===== src/rtl/icc_pkg.sv =====
// Shared types, constants and codes for the image content classifier.
// No dependencies; icc_colormap, icc_classify and the top level import this package.
package icc_pkg;

    localparam int MAX_SAMPLES = 4096;
    localparam int CNT_W       = $clog2(MAX_SAMPLES + 1);
    localparam int MUL_W       = CNT_W + 4;

    localparam int CHAN_W      = 8;
    localparam int KEY_W       = 12;
    localparam int MAP_DEPTH   = 1 << KEY_W;
    localparam int EPOCH_W     = 8;

    localparam int SQ_W        = 2 * CHAN_W;
    localparam int ENERGY_W    = SQ_W + 3;
    localparam int NUM_DIFFS   = 6;

    typedef logic [CNT_W-1:0]   cnt_t;
    typedef logic [KEY_W-1:0]   key_t;
    typedef logic [EPOCH_W-1:0] epoch_t;
    typedef logic [CHAN_W-1:0]  chan_t;

    localparam cnt_t   MAX_COUNT    = CNT_W'(MAX_SAMPLES);
    localparam epoch_t EPOCH_FIRST  = EPOCH_W'(1);
    localparam epoch_t EPOCH_LAST   = {EPOCH_W{1'b1}};
    localparam logic [ENERGY_W-1:0] ENERGY_LIMIT = ENERGY_W'(900);

    typedef enum logic [1:0] {
        CMD_SAMPLE     = 2'd0,
        CMD_SAMPLE_END = 2'd1,
        CMD_END        = 2'd2,
        CMD_SPARE_END  = 2'd3
    } cmd_t;

    typedef enum logic [1:0] {
        CLASS_PHOTO      = 2'd0,
        CLASS_GRAPHIC    = 2'd1,
        CLASS_SCREENSHOT = 2'd2,
        CLASS_DRAWING    = 2'd3
    } class_t;

    typedef struct packed {
        logic advance;
        logic take;
        logic frame_end;
        key_t key;
    } map_req_t;

    typedef struct packed {
        logic is_new;
        logic clearing;
        logic last_epoch;
    } map_stat_t;

    typedef struct packed {
        cnt_t samples;
        cnt_t distinct;
        cnt_t edges;
    } tally_t;

endpackage


===== src/rtl/icc_classify.sv =====
// Frame-end stage: holds the final counts, applies the ratio tests and
// drives the result word. Depends on icc_pkg.
module icc_classify (
    input  logic             clk,
    input  logic             rst_n,
    input  logic             load,
    input  icc_pkg::tally_t  tally,
    output logic             free,
    output logic             class_valid,
    input  logic             class_stall,
    output logic [1:0]       content_class
);
    import icc_pkg::*;

    logic   snap_valid_reg, snap_valid_next;
    tally_t snap_reg;
    logic   class_valid_reg, class_valid_next;
    class_t class_reg;
    class_t class_calc;
    logic   out_open;
    logic   snap_move;

    logic [MUL_W-1:0] s_w, u_w, e_w;
    logic [MUL_W-1:0] u_x10, e_x10, s_x6, s_x4;

    always_comb
    begin
        s_w   = MUL_W'(snap_reg.samples);
        u_w   = MUL_W'(snap_reg.distinct);
        e_w   = MUL_W'(snap_reg.edges);
        u_x10 = (u_w << 3) + (u_w << 1);
        e_x10 = (e_w << 3) + (e_w << 1);
        s_x6  = (s_w << 2) + (s_w << 1);
        s_x4  = s_w << 2;
    end

    always_comb
    begin
        priority if (snap_reg.samples == '0)
        begin
            class_calc = CLASS_DRAWING;
        end
        else if (u_x10 > s_x6)
        begin
            class_calc = CLASS_PHOTO;
        end
        else if (e_x10 > s_x4)
        begin
            class_calc = CLASS_GRAPHIC;
        end
        else if (u_x10 < s_w)
        begin
            class_calc = CLASS_DRAWING;
        end
        else
        begin
            class_calc = CLASS_SCREENSHOT;
        end
    end

    assign out_open  = ~class_valid_reg | ~class_stall;
    assign snap_move = snap_valid_reg & out_open;
    assign free      = ~snap_valid_reg | snap_move;

    always_comb
    begin
        snap_valid_next = snap_valid_reg;
        if (load)
        begin
            snap_valid_next = 1'b1;
        end
        else if (snap_move)
        begin
            snap_valid_next = 1'b0;
        end

        class_valid_next = class_valid_reg;
        if (snap_move)
        begin
            class_valid_next = 1'b1;
        end
        else if (!class_stall)
        begin
            class_valid_next = 1'b0;
        end
    end

    always_ff @(posedge clk or negedge rst_n)
    begin
        if (!rst_n)
        begin
            snap_valid_reg  <= 1'b0;
            class_valid_reg <= 1'b0;
        end
        else
        begin
            snap_valid_reg  <= snap_valid_next;
            class_valid_reg <= class_valid_next;
        end
    end

    always_ff @(posedge clk)
    begin
        if (load)
        begin
            snap_reg <= tally;
        end
        if (snap_move)
        begin
            class_reg <= class_calc;
        end
    end

    assign class_valid   = class_valid_reg;
    assign content_class = class_reg;

endmodule


===== config.mk =====
export PLATFORM = sky130hd
export DESIGN_NAME = icc_classify
export DESIGN_NICKNAME = d
export VERILOG_FILES = /design/src/rtl/icc_pkg.sv /design/src/rtl/icc_classify.sv
export SDC_FILE = /design/constraint.sdc
export NUM_CORES = 1
export LEC_CHECK = 0
export CAP_MARGIN = 15
export CORE_ASPECT_RATIO = 0.75
export CORE_MARGIN = 2
export CORE_UTILIZATION = 55
export CTS_BUF_LIST = sky130_fd_sc_hd__clkbuf_8
export DETAILED_ROUTE_END_ITERATION = 7
export DONT_BUFFER_PORTS = 1
export PLACE_DENSITY_LB_ADDON = 0.08
export SLEW_MARGIN = 5
export SYNTH_ARGS = -nofsm -noshare
export SYNTH_HDL_FRONTEND = slang
export SYNTH_SLANG_ARGS = --single-unit

===== constraint.sdc =====
create_clock -name clk -period 4 [get_ports clk]
set_clock_uncertainty 0.1 [all_clocks]
set_input_delay 0.6 -clock clk [delete_from_list [all_inputs] [get_ports clk]]
set_output_delay 0.6 -clock clk [all_outputs]
set_load 0.01 [all_outputs]

==> results of run 1 <==
metal layers:
metal,part of all wire [%],vias up,routed length (um)
met5,0,-,0
met4,0.93,0,77
met3,6.3,7,525
met2,41,97,3370
met1,52,1357,4296
li1,-,1532,-
what timing repair did:
action	4_1_cts	5_1_grt
gates cloned	0	0
hold endpoints to repair	2	0
hold buffers	1	0
setup buffers	0	6
setup endpoints to repair	2	2
gates resized for setup	2	21
pin swaps	0	12
final cells by class:
cell class | instances | share of cell area [%]
well taps | 98 | 2.806
clock inverters | 3 | 1.059
repair buffers | 11 | 1.947
clock buffers | 5 | 1.575
flip-flops and latches | 43 | 29.32
inverters | 21 | 1.804
multi-input cells | 331 | 61.49
cells in the final DEF, fill, tap and decap left out, types with 5 or more instances in the layout:
cell type,instances
ha_1,81
edfxtp_1,41
a21oi_1,32
nor2_1,27
nand2_1,22
inv_1,21
xor2_1,18
o21ai_0,15
nand3_1,12
xnor2_1,11
a21o_1,10
buf_4,10
nand4_1,9
nor2b_1,7
nand2b_1,6
a211oi_1,5
o211ai_1,5
nor3_1,5
clkbuf_8,5
report_power, final:
group / internal [mW] / switching (mW)
combinational: 0.375 / 0.470
clock: 0.188 / 0.165
sequential: 0.541 / 0.0373
total: 1.10 / 0.673
Yosys cell counts (7+ instances only):
cell / count / area [um^2]
xnor2_1: 11 / 96.34
nor2b_1: 7 / 43.79
a21o_1: 10 / 75.07
nand3_1: 12 / 60.06
inv_1: 21 / 78.83
edfxtp_1: 41 / 1231
a21oi_1: 36 / 180.2
nor2_1: 27 / 101.4
nand2_1: 23 / 86.33
o21ai_0: 17 / 85.08
ha_1: 82 / 1026
xor2_1: 18 / 157.7
nand4_1: 9 / 56.30
worst min path at each step:
stage | cells past startpoint | end | slack [ns]
detailed placement | 0 | snap_valid_reg | 0.20
CTS | 0 | s_w[1] | 0.26
floorplan | 0 | class_valid | 0.20
global placement | 0 | class_valid | 0.20
finish | 0 | s_w[3] | 0.28
global route | 0 | snap_reg[20] | 0.26
worst max-delay path: stages (launching register included):
cell and delay (ns):
edfxtp_1 0.45, ha_1 0.24, fa_2 0.36, a21o_1 0.20, a21oi_2 0.16, nor2b_1 0.09, nor4_2 0.40, o31ai_2 0.12
o41ai_2 0.35, xnor2_1 0.11, ha_1 0.20, nor4_1 0.29, o211ai_1 0.14, o21ai_1 0.22, o21ai_2 0.11, o21ai_2 0.14
metrics by stage:
stage / cells / util [%]
global placement: 497 / 59.42
global route: 512 / 63.37
floorplan: 399 / -
CTS: 506 / 61.36
finish: 512 / 63.37
detailed placement: 497 / 59.42
kinds of logic after synthesis:
kind of cell,after synthesis
adder cells (fa/ha/maj),85
flip-flops,43
buffers and inverters,25
AO/OA/AOI/OAI,103
XOR/XNOR,29
AND/OR/NAND/NOR,114
==> metrics.yaml, run 1 <==
outcome:
  status: "completed"
route:
  drt_iter0_drc: 165
  totalWireLength_mm: 8.269
  wl_per_cell_um: 16.15
  viasPerCell: 5.846
  vias: 2993
  drt-pass1-iter-count: 6
  ant_nets: 0
  drc_errors: 0
floorplan:
  fp-row-count: 26
  ioPinCount: 47
  core_um2: 6897
  die_h_um: 77.49
  die_area_um2: 7902
  start_util_pct: 57.42
  die_w_um: 102.0
clocking:
  clk_pin_slew_ns: 0.09
  clk_latency_ns: 0.31
  cts_made_buffers: 5
  cts_root_buffer: "clkbuf_8"
  clockBufferDepth: 2
  htreeDepth: 2
  clock-sinks: 43
  cts_tree: "yes"
placement:
  place_congestion: 0.8709
  pre_cts_slack_ns: -0.001477
  dp_hpwl_mm: 6.261
  port_buffers: 0
  place_area_um2: 4098
synth:
  synthAdderAreaFrac_pct: 27.42
  ys_warn_count: 0
  ys.flop_type: "edfxtp_1"
  syn-num-nets: 527
  synth_edf_count: 41
  yosys.area_share.simple_pct: 14.79
  synth_cells: 399
  synth-xor-area-share_pct: 6.414
  synth_area_um2: 3960
  ys_seq_elements: 43
  syn_avg_cell_area_um2: 9.925
  synth-compound-area-share_pct: 16.65
  yosysSeqAreaShare_pct: 32.35
  synthMuxAreaShare_pct: 0
  synth_top_family_by_area: "adder cells"
  async_reset_ff_share_pct: 4.651
  synth.distinct_cells: 47
grt:
  grt_pass1_wl_mm: 12.90
  antenna_found_initial: 0
  gr-usage-met2_pct: 28.36
  grt_pass1_vias: 2690
  grt_usage_pct: 20.99
  globalRouteMet1Util_pct: 33.45
  met3_usage_pct: 4.595
  grt_max_degree: 41
  gr-total-overflow: 0
  grt-busiest-layer: "met1"
timing:
  hold-worst-slack_ns: 0.2769
  hold_violations: 0
  fin_crit_ns: 3.827
  slew_violations: 0
  relSlewSlack_pct: 70.55
  setup-tns-final_ns: 0
  clock.fmax_ghz: 0.2613
  worst_pin_slew_ns: 0.4377
  setup_ws_ns: 0.1728
  setup_viol: 0
  finalCritPeriodShare_pct: 95.68
setup_path:
  cp_max_fo: 3
  rrSetupSlack_ns: 0.17
  r2r-end: "content_class[0]"
  reg2regPathDepth: 15
  cp-startpoint: "s_w[1]"
  cp-endpoint: "content_class[0]"
  cp-end-kind: "flop"
  arrival_ns: 3.90
  worstReg2RegStart: "s_w[1]"
  worstSetupStartpointType: "flop"
  cp.required_ns: 4.07
  worst-setup-path-type: "reg -> reg"
cells_and_area:
  seqCellArea_um2: 1281
  fill_cells: 596
  nets: 541
  diodes: 0
  area_growth_pct: 10.36
  drive_above_1_share_pct: 11.11
  design_area_um2: 4370
  multi_input_area_um2: 2688
min_path:
  min_from: "tally[29]"
  hp-class: "in -> reg"
power:
  p_leak_nw: 1.849
  total_power_mw: 1.777
  irDropWorstVdd_v: 0.0002509
  power.density_nw_per_um2: 406.5
run:
  cap_violations: 0
No activity file was read; power rests on OpenSTA's default activity.
==> run 2: changes to the inputs <==
--- a/config.mk
+++ b/config.mk
@@ -5,6 +5,7 @@
 export SDC_FILE = /design/constraint.sdc
 export NUM_CORES = 1
 export LEC_CHECK = 0
+export ABC_AREA = 1
 export CAP_MARGIN = 15
 export CORE_ASPECT_RATIO = 0.75
 export CORE_MARGIN = 2
@@ -12,6 +13,7 @@
 export CTS_BUF_LIST = sky130_fd_sc_hd__clkbuf_8
 export DETAILED_ROUTE_END_ITERATION = 7
 export DONT_BUFFER_PORTS = 1
+export MAX_ROUTING_LAYER = met4
 export PLACE_DENSITY_LB_ADDON = 0.08
 export SLEW_MARGIN = 5
 export SYNTH_ARGS = -nofsm -noshare
==> metrics.yaml, run 2 <==
cells_and_area:
  final_common_cell: "nand2_1"
  nets: 595
  area_growth_pct: 6.178
  post-route-util_pct: 61.45
  diodes: 0
  layout.cells.non_filler: 566
  final_cell_mix: "100 x nand2_1, 82 x ha_1, 50 x a21oi_1, 45 x inv_1, 41 x edfxtp_1"
  drive_above_1_share_pct: 5.983
synth:
  netlist.area_leader.share_pct: 30.70
  synth_top_area_cell: "edfxtp_1"
  synth.distinct_cells: 30
  ys_seq_elements: 43
  ys.flop_type: "edfxtp_1"
  syn-num-nets: 587
  synth_area_um2: 4010
  synth_most_common_cell: "nand2_1"
  syn_avg_cell_area_um2: 8.737
  synthTopCellsByArea: "edfxtp_1 31%, ha_1 26%, nand2_1 9.4%, a21oi_1 6.2%, inv_1 4.2%"
  async_reset_ff_share_pct: 4.651
  synth_edf_count: 41
  synth_commonest_cells: "100 x nand2_1, 82 x ha_1, 50 x a21oi_1"
  synth_cells: 459
  ys_warn_count: 0
  yosysSeqAreaShare_pct: 31.95
clocking:
  clk_pin_slew_ns: 0.09
  clockBufferDepth: 2
  cts_tree: "yes"
  cts_made_buffers: 5
  cts_root_buffer: "clkbuf_8"
  clk_latency_ns: 0.31
  ctsHoldBuffers: 1
  htreeDepth: 2
  postCtsSetupBuffers: 0
  cts_resized: 0
  clock-sinks: 43
setup_path:
  cp-end-kind: "flop"
  worst-setup-path-type: "reg -> reg"
  cp.required_ns: 3.97
  arrival_ns: 3.47
  cp_max_fo: 5
  worstSetupStartpointType: "flop"
timing:
  setup-tns-final_ns: 0
  rsz0062_at_grt: "no"
  setup_viol: 0
  finalCritPeriodShare_pct: 87.52
  relSlewSlack_pct: 70.84
  worst_pin_slew_ns: 0.4328
  hold-worst-slack_ns: 0.2782
  hold_violations: 0
  clock.fmax_ghz: 0.2856
  fin_crit_ns: 3.501
  slew_violations: 0
floorplan:
  fp-row-count: 26
  start_util_pct: 57.87
  die_w_um: 102.6
  core_um2: 6929
  ioPinCount: 47
  die_h_um: 77.95
  die_area_um2: 7997
route:
  wl_per_cell_um: 14.47
  viasPerCell: 5.288
  totalWireLength_mm: 8.189
  drc_errors: 0
  drt_iter0_drc: 158
  ant_nets: 0
  drt-pass1-iter-count: 5
  vias: 2993
placement:
  place_congestion: 0.8909
  placed_cells: 557
  port_buffers: 0
  dp_hpwl_mm: 6.718
grt:
  antenna_found_initial: 0
  grt_pass1_vias: 2779
  grt_pass1_wl_mm: 13.30
  grt_max_degree: 41
  grt_usage_pct: 22.25
  globalRouteMet1Util_pct: 35.08
  grt-busiest-layer: "met1"
  met3_usage_pct: 4.955
  gr-usage-met2_pct: 28.24
  gr-total-overflow: 0
outcome:
  status: "completed"
power:
  irDropWorstVdd_v: 0.0002833
  power.density_nw_per_um2: 407.9
  total_power_mw: 1.737
  p_leak_nw: 1.994
min_path:
  hp-class: "in -> reg"
run:
  cap_violations: 0
run 2: changes by cell type in the layout (fill, tap and decap cells not counted), moves of 6 or more:
cell / before / now
nand3_1: 12 / 19
nand2_1: 22 / 100
a21oi_1: 32 / 50
buf_4: 10 / 0
nor2_1: 27 / 35
a21o_1: 10 / 0
nand2b_1: 6 / 0
inv_1: 21 / 45
nor2b_1: 7 / 0
run 2: critical path, stage by stage (launching register included):
cell and delay (ns):
edfxtp_1 0.47, ha_1 0.27, fa_1 0.42, nand3_1 0.11
nand2_1 0.13, a21oi_1 0.23, o21ai_0 0.13, xnor2_1 0.15
ha_1 0.32, nand4_1 0.13, nor3_1 0.25, nand2_1 0.08
nand3_1 0.08, nand2_1 0.05, nand2_1 0.05, nand2_1 0.05
nand2_1 0.06, a21oi_1 0.08, nand2_1 0.07, nand2_1 0.05
run 2: power by group:
part	internal [mW]	leakage (nW)	switching (mW)	total (mW)
Clock	0.188	0.0548	0.166	0.354
Sequential	0.540	0.423	0.0359	0.576
Combinational	0.326	1.52	0.481	0.807
run 2: layout make-up:
type / count / area [um^2]
clock buffers: 5 / 68.82
clock inverters: 3 / 46.29
fillers: 609 / 2671
inverters: 47 / 176.4
multi-input cells: 369 / 2552
flip-flops and latches: 43 / 1281
well taps: 98 / 122.6
repair buffers: 1 / 10.01
run 2: cell families after synthesis:
group	Yosys count	synth area share, %
fa+ha+maj	85	27.08
flops	43	31.95
xor+xnor	31	7.332
buf+inv	47	4.399
compound gates	77	10.58
simple gates	176	18.66
run 2: final timing paths:
check	to	depth (start not counted)	slack, ns	startpoint
setup reg to reg	content_class[0]	19	0.50	s_w[0]
setup / recovery	content_class[0]	19	0.50	s_w[0]
min in group asynchronous	snap_valid_reg	1	0.41	rst_n
hold / removal	e_w[12]	0	0.28	tally[12]
max in group asynchronous	class_valid	1	3.26	rst_n
hold reg to reg	class_valid	2	0.40	snap_valid_reg
run 2: routing by layer:
layer / up-vias / wire length (um) / part of all wire [%]
met5: - / 0 / 0
met2: 57 / 3150 / 38
li1: 1596 / - / -
met3: 10 / 328 / 4.0
met1: 1330 / 4598 / 56
met4: 0 / 111 / 1.4
run 2: stage by stage:
stage | instance area (um^2) | setup slack [ns]
6_report | 4258 | 0.4991
5_1_grt | 4258 | 0.2626
4_1_cts | 4258 | 0.5259
3_5_place_dp | 4133 | 0.5522
3_3_place_gp | 4133 | 0.7160
2_1_floorplan | 4010 | 0.9226
